$ cat src/rtl/mnas_pkg.sv
// Shared types and constants for the MIDI note activity statistics block.
package mnas_pkg;

    localparam int CHANNELS_DEF     = 16;
    localparam int DRUM_CHANNEL_DEF = 9;
    localparam int NOTES            = 128;
    localparam int CH_W             = 4;
    localparam int NOTE_W           = 7;
    localparam int TIME_W           = 32;
    localparam int COUNT_W          = 32;
    localparam int TOTAL_W          = 12;
    localparam int CH_ACT_W         = 8;
    localparam int MASK_W           = 16;
    localparam int USED_W           = 5;
    localparam int FLAGS_W          = 64;
    localparam int IN_DATA_W        = 56;
    localparam int OUT_DATA_W       = 176;

    typedef enum logic [1:0] {
        MODE_NOTE_ON  = 2'd0,
        MODE_NOTE_OFF = 2'd1,
        MODE_ALL_OFF  = 2'd2,
        MODE_READ     = 2'd3
    } mode_t;

    typedef enum logic [1:0] {
        SEL_PROG_LO = 2'd0,
        SEL_PROG_HI = 2'd1,
        SEL_DRUM_LO = 2'd2,
        SEL_DRUM_HI = 2'd3
    } flag_sel_t;

    typedef enum logic {
        ST_IDLE = 1'b0,
        ST_EXEC = 1'b1
    } state_t;

    // One event request as it is held while the row read is in flight.
    typedef struct packed {
        mode_t              mode;
        logic [CH_W-1:0]    channel;
        logic [NOTE_W-1:0]  note;
        logic [NOTE_W-1:0]  program_req;
        logic [TIME_W-1:0]  event_time;
        flag_sel_t          flag_word;
    } event_t;

    typedef struct packed {
        logic             we;
        logic [NOTES-1:0] data;
    } row_wr_t;

    typedef struct packed {
        logic [COUNT_W-1:0] notes_started;
        logic [TOTAL_W-1:0] active_now;
        logic [TOTAL_W-1:0] peak_active;
        logic [MASK_W-1:0]  channel_mask;
        logic [USED_W-1:0]  channels_used;
        logic [TIME_W-1:0]  last_time;
        logic [FLAGS_W-1:0] flags_data;
    } result_t;

endpackage

$ cat src/rtl/midi_note_activity_stats.sv
// Top level of the MIDI note activity statistics block: control and stream ports.
//
// Usage:
//   Input requests arrive on s_tvalid/s_tready. s_tuser carries the event mode
//   (note on, note off, all notes off, read flags); s_tdata carries channel,
//   note, program, event time and flag word select.
//   Every request produces exactly one result on m_tvalid/m_tready, carrying
//   the note-on count, active and peak totals, channel mask and its population,
//   the last event time and, for a flag read, the selected 64-bit flag word.
//   The request and its note map row read are registered; in the execute
//   state the row is written back and the result loaded into the output
//   register once it is free. No new request is accepted before that.
//   A finished result waits in the output register; the next request is still
//   accepted and its row read, and its update waits until the output is free.
//   Reset clears all statistics, the flag sets and the row valid bits, so the
//   note map reads as silent at once; no clearing pass is needed.
module midi_note_activity_stats #(
    parameter int CHANNELS     = mnas_pkg::CHANNELS_DEF,
    parameter int DRUM_CHANNEL = mnas_pkg::DRUM_CHANNEL_DEF
) (
    input  logic                            clk,
    input  logic                            rst_n,
    input  logic                            s_tvalid,
    output logic                            s_tready,
    // channel, note, program_req, event_time, flag_word, zero pad
    input  logic [mnas_pkg::IN_DATA_W-1:0]  s_tdata,
    // mode
    input  logic [1:0]                      s_tuser,
    output logic                            m_tvalid,
    input  logic                            m_tready,
    // notes_started, active_now, peak_active, channel_mask, channels_used,
    // last_time, flags_data, zero pad
    output logic [mnas_pkg::OUT_DATA_W-1:0] m_tdata
);
    import mnas_pkg::*;

    localparam int CH_AW = (CHANNELS > 1) ? $clog2(CHANNELS) : 1;

    state_t           state_reg, state_next;
    event_t           ev_reg;
    logic             m_valid_reg, m_valid_next;
    result_t          res_reg;
    result_t          res;
    row_wr_t          row_wr;
    logic [NOTES-1:0] row;
    logic             accept;
    logic             upd;

    assign s_tready = (state_reg == ST_IDLE);
    assign accept   = s_tvalid && s_tready;

    always_comb
    begin
        state_next   = state_reg;
        m_valid_next = m_valid_reg;
        upd          = 1'b0;
        if (m_valid_reg && m_tready)
        begin
            m_valid_next = 1'b0;
        end
        unique case (state_reg)
            ST_IDLE:
            begin
                if (accept)
                begin
                    state_next = ST_EXEC;
                end
            end
            ST_EXEC:
            begin
                if (!m_valid_reg || m_tready)
                begin
                    upd          = 1'b1;
                    m_valid_next = 1'b1;
                    state_next   = ST_IDLE;
                end
            end
            default:
            begin
                state_next = ST_IDLE;
            end
        endcase
    end

    always_ff @(posedge clk or negedge rst_n)
    begin
        if (!rst_n)
        begin
            state_reg   <= ST_IDLE;
            m_valid_reg <= 1'b0;
        end
        else
        begin
            state_reg   <= state_next;
            m_valid_reg <= m_valid_next;
        end
    end

    always_ff @(posedge clk)
    begin
        if (accept)
        begin
            ev_reg.mode        <= mode_t'(s_tuser);
            ev_reg.channel     <= s_tdata[3:0];
            ev_reg.note        <= s_tdata[10:4];
            ev_reg.program_req <= s_tdata[17:11];
            ev_reg.event_time  <= s_tdata[49:18];
            ev_reg.flag_word   <= flag_sel_t'(s_tdata[51:50]);
        end
        if (upd)
        begin
            res_reg <= res;
        end
    end

    mnas_row_mem #(
        .CHANNELS (CHANNELS),
        .CH_AW    (CH_AW)
    ) u_row_mem (
        .clk     (clk),
        .rst_n   (rst_n),
        .rd_en   (accept),
        .rd_addr (s_tdata[CH_AW-1:0]),
        .rd_data (row),
        .wr_en   (upd && row_wr.we),
        .wr_addr (ev_reg.channel[CH_AW-1:0]),
        .wr_data (row_wr.data)
    );

    mnas_stats #(
        .CHANNELS     (CHANNELS),
        .DRUM_CHANNEL (DRUM_CHANNEL),
        .CH_AW        (CH_AW)
    ) u_stats (
        .clk    (clk),
        .rst_n  (rst_n),
        .ev     (ev_reg),
        .row    (row),
        .upd    (upd),
        .row_wr (row_wr),
        .res    (res)
    );

    assign m_tvalid = m_valid_reg;
    assign m_tdata  = {3'b000,
                       res_reg.flags_data,
                       res_reg.last_time,
                       res_reg.channels_used,
                       res_reg.channel_mask,
                       res_reg.peak_active,
                       res_reg.active_now,
                       res_reg.notes_started};

endmodule

$ cat src/rtl/mnas_row_mem.sv
// Note map memory: one 128-bit row per channel, registered read, row valid bits.
module mnas_row_mem #(
    parameter int CHANNELS = mnas_pkg::CHANNELS_DEF,
    parameter int CH_AW    = 4
) (
    input  logic                       clk,
    input  logic                       rst_n,
    input  logic                       rd_en,
    input  logic [CH_AW-1:0]           rd_addr,
    output logic [mnas_pkg::NOTES-1:0] rd_data,
    input  logic                       wr_en,
    input  logic [CH_AW-1:0]           wr_addr,
    input  logic [mnas_pkg::NOTES-1:0] wr_data
);
    import mnas_pkg::*;

    logic [NOTES-1:0]    mem [CHANNELS];
    logic [CHANNELS-1:0] row_valid_reg;
    logic [NOTES-1:0]    rd_data_reg;
    logic                rd_valid_reg;

    always_ff @(posedge clk)
    begin
        if (wr_en)
        begin
            mem[wr_addr] <= wr_data;
        end
        if (rd_en)
        begin
            rd_data_reg <= mem[rd_addr];
        end
    end

    // A row never written since reset reads as all silent.
    always_ff @(posedge clk or negedge rst_n)
    begin
        if (!rst_n)
        begin
            row_valid_reg <= '0;
            rd_valid_reg  <= 1'b0;
        end
        else
        begin
            if (wr_en)
            begin
                row_valid_reg[wr_addr] <= 1'b1;
            end
            if (rd_en)
            begin
                rd_valid_reg <= row_valid_reg[rd_addr];
            end
        end
    end

    assign rd_data = rd_valid_reg ? rd_data_reg : '0;

endmodule

$ cat src/rtl/mnas_stats.sv
// Event update logic: counters, peak, channel mask, flag sets and the row rewrite.
module mnas_stats #(
    parameter int CHANNELS     = mnas_pkg::CHANNELS_DEF,
    parameter int DRUM_CHANNEL = mnas_pkg::DRUM_CHANNEL_DEF,
    parameter int CH_AW        = 4
) (
    input  logic                       clk,
    input  logic                       rst_n,
    input  mnas_pkg::event_t           ev,
    input  logic [mnas_pkg::NOTES-1:0] row,
    input  logic                       upd,
    output mnas_pkg::row_wr_t          row_wr,
    output mnas_pkg::result_t          res
);
    import mnas_pkg::*;

    logic [CH_ACT_W-1:0] ch_act_reg [CHANNELS];
    logic [CH_ACT_W-1:0] ch_act_next;
    logic [TOTAL_W-1:0]  total_reg, total_next;
    logic [TOTAL_W-1:0]  peak_reg, peak_next;
    logic [COUNT_W-1:0]  started_reg, started_next;
    logic [TIME_W-1:0]   time_reg, time_next;
    logic [CHANNELS-1:0] used_reg, used_next;
    logic [USED_W-1:0]   used_cnt_reg, used_cnt_next;
    logic [NOTES-1:0]    prog_reg, prog_next;
    logic [NOTES-1:0]    drum_reg, drum_next;
    logic [FLAGS_W-1:0]  flags;

    logic [CH_AW-1:0]    ci;
    logic                ok;
    logic                was;
    logic [CH_ACT_W-1:0] cur_act;

    assign ci      = ev.channel[CH_AW-1:0];
    assign ok      = {1'b0, ev.channel} < (CH_W+1)'(CHANNELS);
    assign was     = row[ev.note];
    assign cur_act = ch_act_reg[ci];

    always_comb
    begin
        ch_act_next   = cur_act;
        total_next    = total_reg;
        peak_next     = peak_reg;
        started_next  = started_reg;
        time_next     = time_reg;
        used_next     = used_reg;
        used_cnt_next = used_cnt_reg;
        prog_next     = prog_reg;
        drum_next     = drum_reg;
        flags         = '0;
        row_wr.we     = 1'b0;
        row_wr.data   = row;

        unique case (ev.mode)
            MODE_NOTE_ON:
            begin
                if (ok)
                begin
                    used_next[ci] = 1'b1;
                    if (!used_reg[ci])
                    begin
                        used_cnt_next = used_cnt_reg + USED_W'(1);
                    end
                    // A repeat of a sounding note with the same time as the last event is dropped.
                    if (!(was && time_reg == ev.event_time))
                    begin
                        if (!was)
                        begin
                            row_wr.we             = 1'b1;
                            row_wr.data[ev.note]  = 1'b1;
                            ch_act_next           = cur_act + CH_ACT_W'(1);
                            total_next            = total_reg + TOTAL_W'(1);
                        end
                        if (ev.channel == CH_W'(DRUM_CHANNEL))
                        begin
                            drum_next[ev.note] = 1'b1;
                        end
                        else
                        begin
                            prog_next[ev.program_req] = 1'b1;
                        end
                        time_next = ev.event_time;
                        if (peak_reg < total_next)
                        begin
                            peak_next = total_next;
                        end
                        if (started_reg != '1)
                        begin
                            started_next = started_reg + COUNT_W'(1);
                        end
                    end
                end
            end
            MODE_NOTE_OFF:
            begin
                if (ok)
                begin
                    time_next = ev.event_time;
                    if (was)
                    begin
                        row_wr.we            = 1'b1;
                        row_wr.data[ev.note] = 1'b0;
                        ch_act_next          = cur_act - CH_ACT_W'(1);
                        total_next           = total_reg - TOTAL_W'(1);
                    end
                end
            end
            MODE_ALL_OFF:
            begin
                if (ok)
                begin
                    // The channel count equals the number of set bits in its row.
                    row_wr.we   = 1'b1;
                    row_wr.data = '0;
                    ch_act_next = '0;
                    total_next  = total_reg - TOTAL_W'(cur_act);
                end
            end
            MODE_READ:
            begin
                unique case (ev.flag_word)
                    SEL_PROG_LO: flags = prog_reg[FLAGS_W-1:0];
                    SEL_PROG_HI: flags = prog_reg[NOTES-1:FLAGS_W];
                    SEL_DRUM_LO: flags = drum_reg[FLAGS_W-1:0];
                    SEL_DRUM_HI: flags = drum_reg[NOTES-1:FLAGS_W];
                    default:     flags = '0;
                endcase
            end
            default:
            begin
                flags = '0;
            end
        endcase
    end

    always_ff @(posedge clk or negedge rst_n)
    begin
        if (!rst_n)
        begin
            for (int i = 0; i < CHANNELS; i++)
            begin
                ch_act_reg[i] <= '0;
            end
            total_reg    <= '0;
            peak_reg     <= '0;
            started_reg  <= '0;
            time_reg     <= '0;
            used_reg     <= '0;
            used_cnt_reg <= '0;
            prog_reg     <= '0;
            drum_reg     <= '0;
        end
        else if (upd)
        begin
            if (ok)
            begin
                ch_act_reg[ci] <= ch_act_next;
            end
            total_reg    <= total_next;
            peak_reg     <= peak_next;
            started_reg  <= started_next;
            time_reg     <= time_next;
            used_reg     <= used_next;
            used_cnt_reg <= used_cnt_next;
            prog_reg     <= prog_next;
            drum_reg     <= drum_next;
        end
    end

    assign res.notes_started = started_next;
    assign res.active_now    = total_next;
    assign res.peak_active   = peak_next;
    assign res.channel_mask  = MASK_W'(used_next);
    assign res.channels_used = used_cnt_next;
    assign res.last_time     = time_next;
    assign res.flags_data    = flags;

endmodule
$ cat config.mk
export PLATFORM = sky130hd
export DESIGN_NAME = midi_note_activity_stats
export DESIGN_NICKNAME = d
export VERILOG_FILES = /design/src/rtl/mnas_pkg.sv /design/src/rtl/midi_note_activity_stats.sv /design/src/rtl/mnas_row_mem.sv /design/src/rtl/mnas_stats.sv
export SDC_FILE = /design/constraint.sdc
export NUM_CORES = 2
export LEC_CHECK = 0
export BUFFER_PORTS_ARGS = -buffer_cell sky130_fd_sc_hd__buf_2
export CAP_MARGIN = 5
export CORE_MARGIN = 3
export CORE_UTILIZATION = 56
export CTS_BUF_LIST = sky130_fd_sc_hd__clkbuf_8 sky130_fd_sc_hd__clkbuf_16
export DETAILED_ROUTE_END_ITERATION = 16
export MAX_ROUTING_LAYER = met4
export PLACE_DENSITY = 0.83
export REMOVE_ABC_BUFFERS = 1
export SLEW_MARGIN = 20
export SYNTH_ARGS = -nofsm -noshare
export SYNTH_HDL_FRONTEND = slang
export SYNTH_SLANG_ARGS = --single-unit
$ cat constraint.sdc
create_clock -name clk -period 9.8 [get_ports clk]
set_input_delay 0.98 -clock clk [delete_from_list [all_inputs] [get_ports clk]]
set_output_delay 0.98 -clock clk [all_outputs]
set_load 0.02 [all_outputs]
# After elaboration in Yosys (flattened, before gate mapping)
# Memories as Yosys holds them, arrays and structs flattened. A register that Yosys moved wholly into a read port is not among the register bits.
# Index checks and enable logic that the tools add are counted.
# totals
register_bits	739
latchBits	0
ram_bits	2048
romBits	0
inputBits	62
output_inout_bits	178
n_memories	1
# mem_list
memory	words	width	rd	rd_clocked_by_memory_dff	write_ports	line_no	text
u_row_mem.mem	16	128	1	1	1	mnas_row_mem.sv:17	logic [NOTES-1:0] mem [CHANNELS];
# classes
n_addsub	7
mul	0
n_div	0
n_lt_le_gt_ge	10
n_eq_ne	9
n_shift	0
n_mux	55
n_bitwise	11
reduce_logical	14
# ops
op	n
$mux W129	3
$pmux W129 S3	1
$or A128 B128 Y128	3
$pmux W64 S4	1
$and A128 B128 Y128	1
$bwmux W128	1
$mux W128	1
$mux W32	4
$not A128 Y128	1
$mux W12	8
$pmux W32 S2	1
$mux W8	6
$pmux W12 S3	1
$add A32 B1 Y32 const B	1
$bmux W8 S4	1
$demux W8 S4	1
$eq A32 B32 Y1	1
$ne A32 B32 Y1 const B	1
$or A16 B16 Y16	2
$pmux W8 S3	1
$lt A7 B8 Y1 const B	2
$mux W16	1
$mux W1	15
$demux W1 S7	2
other kinds (27)	46

# Longest topological paths before layout
# depth
depth_word	11
mapped_depth	23
ltp_nobuf	17

# Cells and area by module
# Synthesis repeated with hierarchy kept, for this count alone.
# unflattened
cells_unflattened	6450
area_unflattened_um2	118796.4
# by_module_without_submodules
module	n_inst	cells_per_inst	area_each_um2	seq_area_each_um2
mnas_row_mem	1	3374	82763.1	65768.1
mnas_stats	1	2836	29090.4	12336.8
midi_note_activity_stats	1	240	6942.9	6866.6

# Worst setup path before layout
# No wires, ideal clock.
# synth_path
kind	input -> register
from	input s_tvalid
to	register u_row_mem.rd_valid_reg
t_arrival_ns	10.014
setup_slack_ns	-0.321
path_stages	2
path_buffers	0
cell_sequence	nor2b_1 > mux2_2
# synth_between
elab_chain_cells	1
# synth_lines
item	line_no	text
start, declared	midi_note_activity_stats.sv:23	input logic s_tvalid,
$logic_and A1 B1 Y1	midi_note_activity_stats.sv:50	assign accept = s_tvalid && s_tready;
end signal, assigned	mnas_row_mem.sv:50	rd_valid_reg <= row_valid_reg[rd_addr];
end, declared	mnas_row_mem.sv:20	logic rd_valid_reg;
# Every way passes these cells.
# A chain may end at the register's enable or synchronous reset.

# Worst setup path in the final report
# layout_path
from	register u_row_mem.rd_valid_reg
to	memory u_row_mem.mem[11][7], enable pin
# layout_between
elab_chain_cells	9
word_cells_on_any_way	11
classes_between	9 x mux; 2 x reduce/logical
# layout_lines
item	line_no	text
$mux W128 *	mnas_row_mem.sv:55	assign rd_data = rd_valid_reg ? rd_data_reg : '0;
$bmux W1 S7 *	mnas_stats.sv:36	assign was = row[ev.note];
$mux W1 (not written as such) *	mnas_stats.sv:36	
$mux W129 or $logic_and A1 B1 Y1 (tied branches)	mnas_stats.sv:67, mnas_stats.sv:65	
$mux W129	mnas_stats.sv:65	if (!(was && time_reg == ev.event_time))
$pmux W129 S3 *	mnas_stats.sv:54	unique case (ev.mode)
$logic_and A1 B1 Y1 *	midi_note_activity_stats.sv:125	.wr_en (upd && row_wr.we),
$mux W1 *	mnas_row_mem.sv:24	if (wr_en)
$mux W1 (not written as such) *	mnas_row_mem.sv:26	mem[wr_addr] <= wr_data;
end, declared	mnas_row_mem.sv:17	
# Mark *: on every way between the ends. The rest lies on a longest branch, timed or not. The select of a mux whose other input is x is not followed.

==> metrics.md <==
| Metric | Value |
|---|---|
| Status | `finished, final reports clean` |
| Fin. Hold Viols | `0` |
| Num CTS Buffers | `~300` |
| Required time of the worst setup path | `10.32 ns` |
| Initial antenna violation count | `10` |
| DRC | `0` |
| Htree depth | `5` |
| Total Wirelength | `321000 um` |
| R2r worst-path depth | `13` |
| GPL Wtd Cong | `0.915` |
| Share of cells above drive strength 1 | `28.6%` |
| Pwr per Cell Area | `245 nW/um^2` |
| Max-Slew Margin vs Limit | `15.5%` |
| Ys Warns | `0` |
| Post-cts sizing count | `0` |
| CP arrival | `7.22 ns` |
| Least-Margin Pin Slew | `between 1 and 1.5 ns` |
| Reg-to-Reg End | `u_row_mem.mem[11][7]$_DFFE_PP_` |
| Critical path's top delay family | `buffers and inverters` |
| Maximum buffer depth of the clock tree | `4` |
| CP Capture Type | `flop` |
| GRT Overall Usage | `30.4%` |
| Fin Hold WS | `0.126 ns` |
| Critical path class | `reg -> reg` |
| Overflow after GRT | `0` |
| Clock slew at reported path FFs | `0.06 ns` |
| Hold Crit Class | `in -> async` |
| Worst path cell trace | `buf_4, nand2_1, a2111oi_0, o22ai_1, a41oi_1, nor4_4, buf_4, buf_4, nor2_4, xnor2_4, buf_4, nor2_4, buf_12` |
| Initial Utilization | `56.6%` |
| Worst path slowest cell | `nor2_4` |
| DR iter-0 viols | `10200` |
| Die Span Y | `465 um` |
| Area grow syn2layout | `12.5%` |
| CP Launch Type | `flop` |
| I/O pins | `240` |
| Post-Syn Instances | `roughly 6300` |
| Worst path bufs/invs | `5` |
| Synth Area per Inst | `18.8 um^2` |
| CTS tree | `built` |
| Tcrit/Tclk final | `between 60 and 70%` |
| Root buf cell | `clkbuf_16` |
| Netlist cell types | `80` |
| Largest register FFs | `2048` |
| Final min period | `6.71 ns` |
| Fin. max-slew vios | `0` |
| Sequential cell area fraction in the yosys report | `72.1%` |
| RSZ-0062 raised after global routing | `no` |
| Die area | `216000 um^2` |
| # rows | `167` |
| VDD IR max | `0.000341 V` |
| DR vias/cell | `approximately 7` |
| Critical path's largest stage delay | `0.88 ns` |
| Seq cells post-synth | `2915` |
| CTS Hold Buffers Added | `0` |
| DP HPWL | `159000 um` |
| Largest net degree at the start of global routing | `172` |
| P_leak | `47.0 nW` |
| Core area | `roughly 210000 um^2` |
| Die width | `465 um` |
| TNS Setup | `0 ns` |
| Crit Path Max Fanout | `about 100` |
| Clock sink count | `slightly below 3000` |
| Fmax | `around 150 MHz` |
| Max-cap check violation count | `0` |
| Setup violations, final | `0` |
| NumNets Final | `6652` |
| EDFF count, synth | `2403` |
| Wire length per cell | `33.5 um` |
| R2r startpoint | `u_row_mem.rd_valid_reg$_DFFE_PN0P_` |
| CP most frequent cell | `buf_4` |
| Synth Cell Area | `118000 um^2` |
| First-pass DRT Iterations | `10` |
| Setup bufs post-CTS | `0` |
| CP startpoint | `u_row_mem.rd_valid_reg$_DFFE_PN0P_` |
| First-pass GRT wire length | `roughly 470000 um` |
| Antenna Nets Post-Route | `0` |
| Clock skew | `0.0725 ns` |
| Port buffer count | `232` |
| Largest Register | `u_row_mem.mem` |
| Via count | `68200` |
| R2R Setup Slk | `approximately 3.1 ns` |
| Ys flop type | `edfxtp_1` |
| Worst skew pair latency | `0.96 ns` |
| Vias in the first global route | `between 60000 and 70000` |
| Post-synth ARST share | `17.6%` |
-- power breakdown --
| part | switching, mW | internal, mW | total [mW] | leakage [nW] |
|---|---|---|---|---|
| Combinational | 3.89 | 1.82 | 5.71 | 12.9 |
| Sequential | 0.681 | 15.1 | 15.8 | 29.3 |
| Clock | 4.67 | 6.31 | 11.0 | 4.78 |
-- cell type report --
class                      count  area (um^2)
fill                       13100        75600
clock inverter               192         1460
inverter                      34          136
clock buffer                 320         7820
timing repair buffer         445         3170
antenna                       14         35.0
sequential                  2915        85000
multi-input combinational   2873        31400
tap                         2788         3490
-- cell usage after synthesis (all sizes together) (7+ instances only) --
cell / n / area [um^2]
o311ai: 24 / 210
a21o: 141 / 1060
nand2: 343 / 1290
a32oi: 92 / 806
nand3b: 7 / 60.1
and2: 11 / 68.8
nor2: 146 / 551
ha: 23 / 288
nand2b: 20 / 125
nor4: 22 / 168
or2: 19 / 119
dfrtp: 512 / 12800
nand4: 21 / 138
o22ai: 8 / 50.1
o21a: 21 / 158
xnor2: 62 / 551
nor3: 85 / 430
a22oi: 19 / 143
edfxtp: 2403 / 72200
mux2i: 24 / 240
clkbuf: 339 / 1270
mux4: 747 / 16800
o211ai: 15 / 113
a211oi: 61 / 458
or4: 9 / 67.6
and3: 79 / 494
o21bai: 65 / 488
a31o: 92 / 806
a31oi: 61 / 382
xor2: 62 / 543
a21oi: 58 / 290
nand3: 163 / 821
a221oi: 35 / 319
mux2: 142 / 1600
nor2b: 24 / 150
buf: 114 / 548
inv: 31 / 116
o21ai: 122 / 611
-- worst max path at each step --
stage / slack, ns / end / depth (start not counted)
after floorplan: -9.67 / u_row_mem.row_valid_reg[12]$_DFFE_PN0P_ / 9
after global placement: 3.51 / m_tdata[45]$_DFFE_PP_ / 15
after detailed placement: 3.47 / u_row_mem.mem[11][81]$_DFFE_PP_ / 12
after CTS: 3.13 / u_row_mem.mem[2][76]$_DFFE_PP_ / 14
after global routing: 2.75 / m_tdata[44]$_DFFE_PP_ / 16
final: 3.09 / u_row_mem.mem[11][7]$_DFFE_PP_ / 13
-- per-layer routing --
layer | vias up | GRT usage [%] | part of all wire, %
li1 | 26100 | - | -
met1 | 34500 | 37.7 | 33
met2 | 6149 | 46.4 | 48
met3 | 1395 | 7.08 | 13
met4 | 0 | 17.3 | 6.6
met5 | - | - | 0
-- placed cells by master, fill, tap and decap left out, types with 49 or more instances in the layout --
cell type	count
a31oi_1	61
o21ai_0	108
and3_1	79
dfrtp_1	511
nor2_1	114
mux2_2	129
inv_1	88
a21oi_1	58
edfxtp_1	2403
nand3_1	162
o21bai_1	65
a211oi_1	60
a31o_2	92
a21o_1	141
xor2_1	62
a32oi_1	92
mux4_2	747
buf_2	228
clkbuf_16	303
nor3_2	49
nand2_1	342
xnor2_1	61
buf_4	182
-- worst register-to-register path, cell delays in order (launching register included) --
cell and delay (ns):
dfrtp_4 0.85, buf_4 0.81, nand2_1 0.30, a2111oi_0 0.48, o22ai_1 0.21, a41oi_1 0.47, nor4_4 0.06, buf_4 0.30
buf_4 0.48, nor2_4 0.21, xnor2_4 0.07, buf_4 0.27, nor2_4 0.91, buf_12 0.79
-- kinds of logic (layout without fill, tap and decap cells) --
logic type,count (synthesis),after routing,share of synthesized area [%]
xor gates and xnor gates,125,125,0.949
other,1,17,0.00318
buffers and inverters,487,991,1.65
and+or+nand+nor,967,967,3.94
AOI/OAI and AO/OA,841,841,5.22
muxes,913,913,15.8
DFF,2915,2915,72.1
adders and majority gates,24,24,0.261
-- metrics by stage --
step                total power, mW  cells  utilization, %  worst slack (ns)  instance area [um^2]
global route                   33.3   9576            63.6              2.75                132000
floorplan                      19.3   5822               -             -9.67                116000
global placement               21.1   9048            59.0              3.51                123000
finish                         32.4   9581            63.7              3.09                132000
detailed placement             21.4   9048            59.1              3.47                123000
CTS                            32.4   9560            63.6              3.13                132000
(Power assumes the default switching activity.)
